## src/rhi_pkg.sv

```systemverilog
// Shared constants and types for the RGB to HSV and intensity converter.
`timescale 1ns / 1ps
package rhi_pkg;

  localparam int unsigned SAMPLE_BITS_DEF = 8;
  localparam int unsigned IN_W            = 8;
  localparam int unsigned HUE_W           = 15;
  localparam int unsigned PCT_W           = 15;
  localparam int unsigned INT_W           = 16;

  localparam int unsigned HUE_FULL    = 23040;
  localparam int unsigned SECTOR_STEP = 3840;
  localparam int unsigned GREEN_BASE  = 7680;
  localparam int unsigned BLUE_BASE   = 15360;
  localparam int unsigned PCT_TWICE   = 51200;
  localparam int unsigned INT_MAX     = 65535;
  localparam int unsigned INT_DEN     = 6;
  localparam int unsigned INT_BIAS    = 3;

  typedef struct packed {
    logic hue_zero;
    logic sat_zero;
  } flags_t;

endpackage

```

## src/rhi_front.sv

```systemverilog
// Front stage: register the pixel, find max and min, build dividends and divisors.
`timescale 1ns / 1ps
module rhi_front #(
  parameter int unsigned SAMPLE_BITS = rhi_pkg::SAMPLE_BITS_DEF
) (
  input  logic                         clk_i,
  input  logic                         rst_ni,
  input  logic                         valid_i,
  output logic                         stall_o,
  input  logic [rhi_pkg::IN_W-1:0]     red_i,
  input  logic [rhi_pkg::IN_W-1:0]     green_i,
  input  logic [rhi_pkg::IN_W-1:0]     blue_i,
  input  logic                         full_i,
  output logic                         push_o,
  output logic [SAMPLE_BITS+16:0]      sat_num_o,
  output logic [SAMPLE_BITS+16:0]      bri_num_o,
  output logic [SAMPLE_BITS+16:0]      hue_num_o,
  output logic [SAMPLE_BITS+16:0]      int_num_o,
  output logic [SAMPLE_BITS:0]         sat_den_o,
  output logic [SAMPLE_BITS:0]         hue_den_o,
  output rhi_pkg::flags_t              flags_o
);

  localparam int unsigned W  = SAMPLE_BITS;
  localparam int unsigned NW = SAMPLE_BITS + 17;
  localparam logic [W-1:0] FS = {W{1'b1}};

  logic         valid_q, valid_d;
  logic [W-1:0] r_q, g_q, b_q;
  logic         load;

  logic [W-1:0]          mx, mn, d;
  logic signed [W:0]     diff;
  logic [rhi_pkg::HUE_W-1:0] base;
  logic [NW-1:0]         base_prod;
  logic signed [NW:0]    diff_s, step_s, hue_s;
  logic [NW-1:0]         hue_u;
  logic [W+1:0]          sum;

  assign stall_o = valid_q & full_i;
  assign push_o  = valid_q & ~full_i;
  assign load    = valid_i & ~stall_o;
  assign valid_d = load | (valid_q & full_i);

  always_ff @(posedge clk_i or negedge rst_ni) begin
    if (!rst_ni) begin
      valid_q <= 1'b0;
    end else begin
      valid_q <= valid_d;
    end
  end

  always_ff @(posedge clk_i) begin
    if (load) begin
      r_q <= W'(red_i);
      g_q <= W'(green_i);
      b_q <= W'(blue_i);
    end
  end

  always_comb begin
    mx = (r_q > g_q) ? r_q : g_q;
    mn = (r_q < g_q) ? r_q : g_q;
    if (b_q > mx) begin
      mx = b_q;
    end
    if (b_q < mn) begin
      mn = b_q;
    end
    d = mx - mn;

    if (mx == r_q) begin
      diff = $signed({1'b0, g_q}) - $signed({1'b0, b_q});
      base = (g_q >= b_q) ? '0 : rhi_pkg::HUE_W'(rhi_pkg::HUE_FULL);
    end else if (mx == g_q) begin
      diff = $signed({1'b0, b_q}) - $signed({1'b0, r_q});
      base = rhi_pkg::HUE_W'(rhi_pkg::GREEN_BASE);
    end else begin
      diff = $signed({1'b0, r_q}) - $signed({1'b0, g_q});
      base = rhi_pkg::HUE_W'(rhi_pkg::BLUE_BASE);
    end

    base_prod = NW'(base) * NW'(d);
    diff_s    = (NW+1)'(diff);
    step_s    = diff_s * $signed((NW+1)'(rhi_pkg::SECTOR_STEP));
    hue_s     = $signed({1'b0, base_prod}) + step_s;
    hue_u     = NW'($unsigned(hue_s));
    sum       = (W+2)'(r_q) + (W+2)'(g_q) + (W+2)'(b_q);
  end

  assign hue_num_o = {hue_u[NW-2:0], 1'b0} + NW'(d);
  assign hue_den_o = {d, 1'b0};
  assign sat_num_o = NW'(rhi_pkg::PCT_TWICE) * NW'(d) + NW'(mx);
  assign sat_den_o = {mx, 1'b0};
  assign bri_num_o = NW'(rhi_pkg::PCT_TWICE) * NW'(mx) + NW'(FS);
  assign int_num_o = NW'({sum, 9'd0}) + NW'(rhi_pkg::INT_BIAS);
  assign flags_o.hue_zero = (d == '0);
  assign flags_o.sat_zero = (mx == '0);

endmodule

```

## src/rhi_queue.sv

```systemverilog
// Two-entry queue between the front stage and the divider pipeline.
`timescale 1ns / 1ps
module rhi_queue #(
  parameter int unsigned DATA_W = 8
) (
  input  logic              clk_i,
  input  logic              rst_ni,
  input  logic              push_i,
  input  logic [DATA_W-1:0] data_i,
  output logic              full_o,
  input  logic              pop_i,
  output logic              valid_o,
  output logic [DATA_W-1:0] data_o
);

  logic [DATA_W-1:0] mem_q [2];
  logic [1:0]        count_q, count_d;
  logic              wr_q, rd_q;
  logic              do_pop;

  assign full_o  = count_q[1];
  assign valid_o = (count_q != 2'd0);
  assign data_o  = mem_q[rd_q];
  assign do_pop  = pop_i & valid_o;

  always_comb begin
    count_d = count_q;
    if (push_i && !do_pop) begin
      count_d = count_q + 2'd1;
    end else if (!push_i && do_pop) begin
      count_d = count_q - 2'd1;
    end
  end

  always_ff @(posedge clk_i or negedge rst_ni) begin
    if (!rst_ni) begin
      count_q <= 2'd0;
      wr_q    <= 1'b0;
      rd_q    <= 1'b0;
    end else begin
      count_q <= count_d;
      if (push_i) begin
        wr_q <= ~wr_q;
      end
      if (do_pop) begin
        rd_q <= ~rd_q;
      end
    end
  end

  always_ff @(posedge clk_i) begin
    if (push_i) begin
      mem_q[wr_q] <= data_i;
    end
  end

endmodule

```

## src/rhi_div.sv

```systemverilog
// Pipelined restoring divider, one quotient bit per stage.
`timescale 1ns / 1ps
module rhi_div #(
  parameter int unsigned NW = 25,
  parameter int unsigned DW = 9,
  parameter int unsigned QW = 16
) (
  input  logic          clk_i,
  input  logic          en_i,
  input  logic [NW-1:0] num_i,
  input  logic [DW-1:0] den_i,
  output logic [QW-1:0] quo_o
);

  localparam int unsigned CW = DW + QW;
  localparam int unsigned RW = (NW > CW) ? NW : CW;

  logic [RW-1:0] rem_q [QW];
  logic [DW-1:0] den_q [QW];
  logic [QW-1:0] quo_q [QW];

  for (genvar k = 0; k < QW; k++) begin : g_stage
    localparam int unsigned B = QW - 1 - k;
    logic [RW-1:0] rem_in, trial;
    logic [DW-1:0] den_in;
    logic [QW-1:0] quo_in;
    logic          take;

    if (k == 0) begin : g_first
      assign rem_in = RW'(num_i);
      assign den_in = den_i;
      assign quo_in = '0;
    end else begin : g_next
      assign rem_in = rem_q[k-1];
      assign den_in = den_q[k-1];
      assign quo_in = quo_q[k-1];
    end

    assign trial = RW'(den_in) << B;
    assign take  = (rem_in >= trial);

    always_ff @(posedge clk_i) begin
      if (en_i) begin
        rem_q[k] <= take ? (rem_in - trial) : rem_in;
        den_q[k] <= den_in;
        quo_q[k] <= quo_in | (take ? (QW'(1) << B) : '0);
      end
    end
  end

  assign quo_o = quo_q[QW-1];

endmodule

```

## src/rhi_back.sv

```systemverilog
// Back end: divider pipelines, constant-divisor multipliers, result fix-up and output register.
`timescale 1ns / 1ps
module rhi_back #(
  parameter int unsigned SAMPLE_BITS = rhi_pkg::SAMPLE_BITS_DEF
) (
  input  logic                          clk_i,
  input  logic                          rst_ni,
  input  logic                          valid_i,
  output logic                          ready_o,
  input  logic [SAMPLE_BITS+16:0]       sat_num_i,
  input  logic [SAMPLE_BITS+16:0]       bri_num_i,
  input  logic [SAMPLE_BITS+16:0]       hue_num_i,
  input  logic [SAMPLE_BITS+16:0]       int_num_i,
  input  logic [SAMPLE_BITS:0]          sat_den_i,
  input  logic [SAMPLE_BITS:0]          hue_den_i,
  input  rhi_pkg::flags_t               flags_i,
  output logic                          valid_o,
  input  logic                          stall_i,
  output logic [rhi_pkg::HUE_W-1:0]     hue_o,
  output logic [rhi_pkg::PCT_W-1:0]     saturation_o,
  output logic [rhi_pkg::PCT_W-1:0]     brightness_o,
  output logic [rhi_pkg::INT_W-1:0]     intensity_o
);

  localparam int unsigned W  = SAMPLE_BITS;
  localparam int unsigned NW = SAMPLE_BITS + 17;
  localparam int unsigned DW = SAMPLE_BITS + 1;
  localparam int unsigned QW = (SAMPLE_BITS + 8 > 15) ? SAMPLE_BITS + 8 : 15;

  localparam int unsigned BRI_N  = W + 16;
  localparam int unsigned BRI_SH = 2 * W + 17;
  localparam int unsigned BRI_PW = 2 * BRI_N + 1;
  localparam longint unsigned BRI_DIV = 2 * ((64'd1 << W) - 1);
  localparam logic [BRI_N:0] BRI_MUL =
    (BRI_N+1)'(((64'd1 << BRI_SH) + BRI_DIV - 1) / BRI_DIV);
  localparam int unsigned INT_N  = W + 11;
  localparam int unsigned INT_SH = W + 14;
  localparam int unsigned INT_PW = 2 * INT_N + 1;
  localparam logic [INT_N:0] INT_MUL =
    (INT_N+1)'(((64'd1 << INT_SH) + rhi_pkg::INT_DEN - 1) / rhi_pkg::INT_DEN);

  logic                  en;
  logic [QW-1:0]         vld_q;
  rhi_pkg::flags_t       flg_q [QW];
  logic [QW-1:0]         sat_quo, bri_quo, hue_quo, int_quo;
  logic [QW-1:0]         hue_fix, int_fix;
  logic [BRI_PW-1:0]     bri_prod;
  logic [INT_PW-1:0]     int_prod;
  logic [QW-1:0]         bri_pipe_q [QW];
  logic [QW-1:0]         int_pipe_q [QW];
  logic                  out_valid_q;
  logic [rhi_pkg::HUE_W-1:0] hue_q;
  logic [rhi_pkg::PCT_W-1:0] sat_q, bri_q;
  logic [rhi_pkg::INT_W-1:0] int_q;

  assign en      = ~(out_valid_q & stall_i);
  assign ready_o = en;

  rhi_div #(.NW(NW), .DW(DW), .QW(QW)) u_sat_div (
    .clk_i(clk_i), .en_i(en), .num_i(sat_num_i), .den_i(sat_den_i), .quo_o(sat_quo)
  );
  rhi_div #(.NW(NW), .DW(DW), .QW(QW)) u_hue_div (
    .clk_i(clk_i), .en_i(en), .num_i(hue_num_i), .den_i(hue_den_i), .quo_o(hue_quo)
  );

  always_comb begin
    bri_prod = BRI_PW'(bri_num_i[BRI_N-1:0]) * BRI_PW'(BRI_MUL);
    int_prod = INT_PW'(int_num_i[INT_N-1:0]) * INT_PW'(INT_MUL);
  end

  assign bri_quo = bri_pipe_q[QW-1];
  assign int_quo = int_pipe_q[QW-1];

  always_ff @(posedge clk_i or negedge rst_ni) begin
    if (!rst_ni) begin
      vld_q       <= '0;
      out_valid_q <= 1'b0;
    end else if (en) begin
      vld_q       <= {vld_q[QW-2:0], valid_i};
      out_valid_q <= vld_q[QW-1];
    end
  end

  always_ff @(posedge clk_i) begin
    if (en) begin
      flg_q[0]      <= flags_i;
      bri_pipe_q[0] <= QW'(bri_prod >> BRI_SH);
      int_pipe_q[0] <= QW'(int_prod >> INT_SH);
      for (int i = 1; i < QW; i++) begin
        flg_q[i]      <= flg_q[i-1];
        bri_pipe_q[i] <= bri_pipe_q[i-1];
        int_pipe_q[i] <= int_pipe_q[i-1];
      end
    end
  end

  always_comb begin
    if (flg_q[QW-1].hue_zero) begin
      hue_fix = '0;
    end else if (hue_quo >= QW'(rhi_pkg::HUE_FULL)) begin
      hue_fix = hue_quo - QW'(rhi_pkg::HUE_FULL);
    end else begin
      hue_fix = hue_quo;
    end
    int_fix = (int_quo > QW'(rhi_pkg::INT_MAX)) ? QW'(rhi_pkg::INT_MAX) : int_quo;
  end

  always_ff @(posedge clk_i) begin
    if (en) begin
      hue_q <= rhi_pkg::HUE_W'(hue_fix);
      sat_q <= flg_q[QW-1].sat_zero ? '0 : rhi_pkg::PCT_W'(sat_quo);
      bri_q <= rhi_pkg::PCT_W'(bri_quo);
      int_q <= rhi_pkg::INT_W'(int_fix);
    end
  end

  assign valid_o      = out_valid_q;
  assign hue_o        = hue_q;
  assign saturation_o = sat_q;
  assign brightness_o = bri_q;
  assign intensity_o  = int_q;

endmodule

```

## src/rgb_to_hsv_intensity.sv

```systemverilog
// Top level of the RGB to hue, saturation, value and intensity converter.
//
//   channel | direction | handshake                 | word
//   --------+-----------+---------------------------+----------------------------------
//   in      | input     | in_valid_i / in_stall_o   | red_i, green_i, blue_i
//   out     | output    | out_valid_o / out_stall_i | hue_o, saturation_o, brightness_o,
//           |           |                           | intensity_o
//
// One word per clock sustained while out_stall_i is low. The divider pipelines produce
// QW = max(15, SAMPLE_BITS + 8) quotient bits, one bit per stage.
// Reset clears the valid flags and the queue count and pointers only; no clearing pass.
// An output stall holds the divider pipelines while out_valid_o is high; the two-entry
// queue absorbs the front stage, and in_stall_o rises only when the queue is full.
`timescale 1ns / 1ps
module rgb_to_hsv_intensity #(
  parameter int unsigned SAMPLE_BITS = rhi_pkg::SAMPLE_BITS_DEF
) (
  input  logic                          clk_i,
  input  logic                          rst_ni,
  input  logic                          in_valid_i,
  output logic                          in_stall_o,
  input  logic [rhi_pkg::IN_W-1:0]      red_i,
  input  logic [rhi_pkg::IN_W-1:0]      green_i,
  input  logic [rhi_pkg::IN_W-1:0]      blue_i,
  output logic                          out_valid_o,
  input  logic                          out_stall_i,
  output logic [rhi_pkg::HUE_W-1:0]     hue_o,
  output logic [rhi_pkg::PCT_W-1:0]     saturation_o,
  output logic [rhi_pkg::PCT_W-1:0]     brightness_o,
  output logic [rhi_pkg::INT_W-1:0]     intensity_o
);

  localparam int unsigned NW = SAMPLE_BITS + 17;
  localparam int unsigned DW = SAMPLE_BITS + 1;
  localparam int unsigned EW = 4 * NW + 2 * DW + $bits(rhi_pkg::flags_t);

  logic            push, full, q_valid, back_ready;
  logic [NW-1:0]   f_sat_num, f_bri_num, f_hue_num, f_int_num;
  logic [DW-1:0]   f_sat_den, f_hue_den;
  rhi_pkg::flags_t f_flags;
  logic [NW-1:0]   b_sat_num, b_bri_num, b_hue_num, b_int_num;
  logic [DW-1:0]   b_sat_den, b_hue_den;
  rhi_pkg::flags_t b_flags;
  logic [EW-1:0]   q_in, q_out;

  rhi_front #(.SAMPLE_BITS(SAMPLE_BITS)) u_front (
    .clk_i    (clk_i),
    .rst_ni   (rst_ni),
    .valid_i  (in_valid_i),
    .stall_o  (in_stall_o),
    .red_i    (red_i),
    .green_i  (green_i),
    .blue_i   (blue_i),
    .full_i   (full),
    .push_o   (push),
    .sat_num_o(f_sat_num),
    .bri_num_o(f_bri_num),
    .hue_num_o(f_hue_num),
    .int_num_o(f_int_num),
    .sat_den_o(f_sat_den),
    .hue_den_o(f_hue_den),
    .flags_o  (f_flags)
  );

  assign q_in = {f_sat_num, f_bri_num, f_hue_num, f_int_num, f_sat_den, f_hue_den, f_flags};

  rhi_queue #(.DATA_W(EW)) u_queue (
    .clk_i  (clk_i),
    .rst_ni (rst_ni),
    .push_i (push),
    .data_i (q_in),
    .full_o (full),
    .pop_i  (back_ready),
    .valid_o(q_valid),
    .data_o (q_out)
  );

  assign {b_sat_num, b_bri_num, b_hue_num, b_int_num, b_sat_den, b_hue_den, b_flags} = q_out;

  rhi_back #(.SAMPLE_BITS(SAMPLE_BITS)) u_back (
    .clk_i       (clk_i),
    .rst_ni      (rst_ni),
    .valid_i     (q_valid),
    .ready_o     (back_ready),
    .sat_num_i   (b_sat_num),
    .bri_num_i   (b_bri_num),
    .hue_num_i   (b_hue_num),
    .int_num_i   (b_int_num),
    .sat_den_i   (b_sat_den),
    .hue_den_i   (b_hue_den),
    .flags_i     (b_flags),
    .valid_o     (out_valid_o),
    .stall_i     (out_stall_i),
    .hue_o       (hue_o),
    .saturation_o(saturation_o),
    .brightness_o(brightness_o),
    .intensity_o (intensity_o)
  );

endmodule
```

## config.mk

```make
export PLATFORM = sky130hd
export DESIGN_NAME = rgb_to_hsv_intensity
export DESIGN_NICKNAME = d
export VERILOG_FILES = /design/src/rhi_pkg.sv /design/src/rhi_front.sv /design/src/rhi_queue.sv /design/src/rhi_div.sv /design/src/rhi_back.sv /design/src/rgb_to_hsv_intensity.sv
export SDC_FILE = /design/constraint.sdc
export NUM_CORES = 2
export LEC_CHECK = 0
export ABC_AREA = 1
export BUFFER_PORTS_ARGS = -buffer_cell sky130_fd_sc_hd__buf_2
export CORE_ASPECT_RATIO = 0.7
export CORE_MARGIN = 2
export CORE_UTILIZATION = 35
export CTS_CLUSTER_DIAMETER = 60
export DETAILED_ROUTE_END_ITERATION = 10
export GPL_TIMING_DRIVEN = 1
export PLACE_DENSITY = 0.51
export SLEW_MARGIN = 25
export SYNTH_ARGS = -nofsm -noshare
export SYNTH_HDL_FRONTEND = slang
export SYNTH_SLANG_ARGS = --single-unit
export TNS_END_PERCENT = 1
```

## constraint.sdc

```tcl
create_clock -name clk_i -period 48.4 [get_ports clk_i]
set_input_delay 9.68 -clock clk_i [delete_from_list [all_inputs] [get_ports clk_i]]
set_output_delay 9.68 -clock clk_i [all_outputs]
set_load 0.02 [all_outputs]
```

==> results.txt <==
Slowest CP cell: buf_4
Fin crit share: 29.6%
Yosys cell types: 64
GR Overflow Total: 0
First-pass GRT wire length: 260 mm
Top post-synthesis cells by area: edfxtp_1 (61%), ha_1 (9.5%), inv_1 (4.5%)
Clock Tree Root: clkbuf_16
Die H: 419 um
Syn Std Cell Area: 85900 um^2
Origin of the critical flop-to-flop path: u_front.g_q[1]
Yosys reg bits: 1770
Final Setup Violations: 0
Yosys top cell area share: 61.1%
DRT antenna net count: 0
Routability cong.: 0.848
Clk sinks: 1770
Crit end category: register
Largest fanout on the critical path: 167
CTS buffer count: 185
Pre-Repair DR Iteration Count: 6
CTS Buffer Depth: 4
Setup bufs post-CTS: 0
Post-DP HPWL: 113 mm
Max Cap Viol: 0
Worst hold stages: 0
PostCTS Resize Cnt: 0
Avg Vias per Cell: 4.66
PortBufs: 90
Post-Syn Nets: 7901
Syn-to-layout area delta: 12.1%
Vias: 49.9k
Worst Hold End: u_back.bri_pipe_q[3][6]
Total Wirelength: 159 mm
Tmin final: 14.33 ns
Relative slew slack: 32.8%
Hold Crit Class: register to register
RSZ-0062 raised after global routing: false
Critical-path cell list: buf_2, nand2_4, buf_4, buf_4, buf_4, buf_12, buf_4, buf_12
Final Skew: 0.0714 ns
WP buf/inv: 7
DR iter-0 viols: 3314
N_diodes: 0
Worst path required time: 48.83 ns
Crit Path Class: input port to register
Top cells by count, synth: edfxtp_1 (1748), inv_1 (1036), nand2_1 (950)
# DRC: 0
GR Util All Layers: 12.7%
Async SR Flop Fraction: 1.24%
Initial antenna violation count: 0
Die area: 249000 um^2
Core area: 245000 um^2
Worst-margin pin slew: 1.01 ns
Status: completed
Largest net degree at the start of global routing: 205
# rows: 152
Synthesis warning total: 0
Wire length per cell: 14.8 um
Worst-path clk slew: 0.06 ns
Slew Viols, Final: 0
Fin nets: 8140
H-tree depth: 4
Setup TNS: 0 ns
Initial core utilization: 35.1%
Share of post-route cells with drive strength above 1: 6.30%
Hold path start: u_back.bri_pipe_q[2][6]
Syn avg cell area: 12.1 um^2
Top delay family on crit path: buffers and inverters
Hold-fix buffers, CTS: 0
I/O pin count: 91
EDFF count, synth: 1748
Max stage delay on crit path: 0.76 ns
Max frequency: 0.0698 GHz
Die width: 596 um
CP startpoint kind: input port
Ys flop type: edfxtp_1
Reg2Reg Depth: 51
Post-synth top area cell: edfxtp_1
Top cell by count, worst path: buf_4
Arr. time, crit path: 14.76 ns
Post-Synthesis Cells: 7096
Sequential area share after synthesis: 61.7%
Final-layout fill cell count: 23.0k
Vias in the first global route: 49.7k
CTS tree: done
Most numerous cell in the Yosys netlist: edfxtp_1
FF-to-FF setup slack: 37.12 ns
Worst-Skew Late Latency: 0.83 ns
Hold Fails Final Rpt: 0
Worst R2R End: u_queue.mem_q[1][62]
[layout by cell type, fill, tap and decap left out, types with 68 or more instances in the layout]
master,netlist,routed
a21oi_1,364,363
nand3_1,209,209
xor2_1,307,307
nand4_1,84,84
nor3_1,109,109
ha_1,653,653
o21ai_0,406,406
nand2_1,950,949
inv_1,1036,1036
nor2_1,505,497
clkbuf_16,0,186
xnor2_1,164,164
edfxtp_1,1748,1748
buf_2,4,90
fa_1,124,124
nor4_1,68,68
[registers in the layout (all words and copies together), names as in the netlist, 32 cells and up]
name	flops
u_back.u_hue_div.rem_q	367
u_back.u_sat_div.rem_q	279
u_back.int_pipe_q	256
u_back.bri_pipe_q	240
u_back.u_hue_div.quo_q	136
u_queue.mem_q	128
u_back.u_sat_div.quo_q	120
u_back.u_sat_div.den_q	84
u_back.flg_q	32
[final cells by class]
class | instances | area (um^2) | share of cell area (%)
timing repair buffer | 118 | 751 | 0.779
multi-input combinational | 4215 | 28700 | 29.8
clock inverter | 108 | 1070 | 1.11
inverter | 1045 | 3920 | 4.07
clock buffer | 220 | 4780 | 4.96
sequential | 1770 | 53000 | 55.1
tap | 3234 | 4050 | 4.20
[worst max path at each step]
stage	start	end	cells past startpoint
4_1_cts	out_stall_i	u_back.u_sat_div.rem_q[0][123]	8
2_1_floorplan	out_stall_i	u_back.vld_q[10]	3
3_5_place_dp	out_stall_i	u_back.hue_o[5]	8
3_3_place_gp	out_stall_i	u_back.hue_o[5]	8
6_report	out_stall_i	u_back.hue_o[5]	8
5_1_grt	out_stall_i	u_back.hue_o[6]	8
[per-layer routing]
| layer | share of wire (%) | global-route usage [%] |
|---|---|---|
| met4 | 2.4 | 3.54 |
| met3 | 4.3 | 2.04 |
| met2 | 43 | 19.3 |
| met5 | 0 | 0 |
| met1 | 51 | 18.6 |
[cell families after synthesis]
kind of cell	share of synthesized area, %
AOI/OAI and AO/OA	5.95
xor gates and xnor gates	4.80
adders and majority gates	12.4
buffers and inverters	4.89
DFF	61.7
muxes	0.0364
and+or+nand+nor	10.2
[through the flow]
step	worst slack (ns)	utilization, %	area, um^2	hold slack (ns)	cells
final	34.07	39.4	96300	0.377	10710
after global routing	33.52	39.4	96300	0.375	10710
after CTS	34.08	39.4	96300	0.375	10709
after detailed placement	33.19	37.0	90400	0.405	10381
after global placement	33.31	37.0	90400	0.400	10381
after floorplan	16.94	-	85900	0.400	7096
[worst register-to-register path, delay by kind of cell, from the launching register on]
kind,cells,cell delay [ns]
adders and majority gates,8,3.43
DFF,1,0.63
buffers and inverters,12,1.51
and+or+nand+nor,21,3.72
xor gates and xnor gates,1,0.17
AOI/OAI and AO/OA,9,1.57
Power is not shown: default switching activity piles up to over one toggle a cycle in this logic, so the estimate is an artifact.
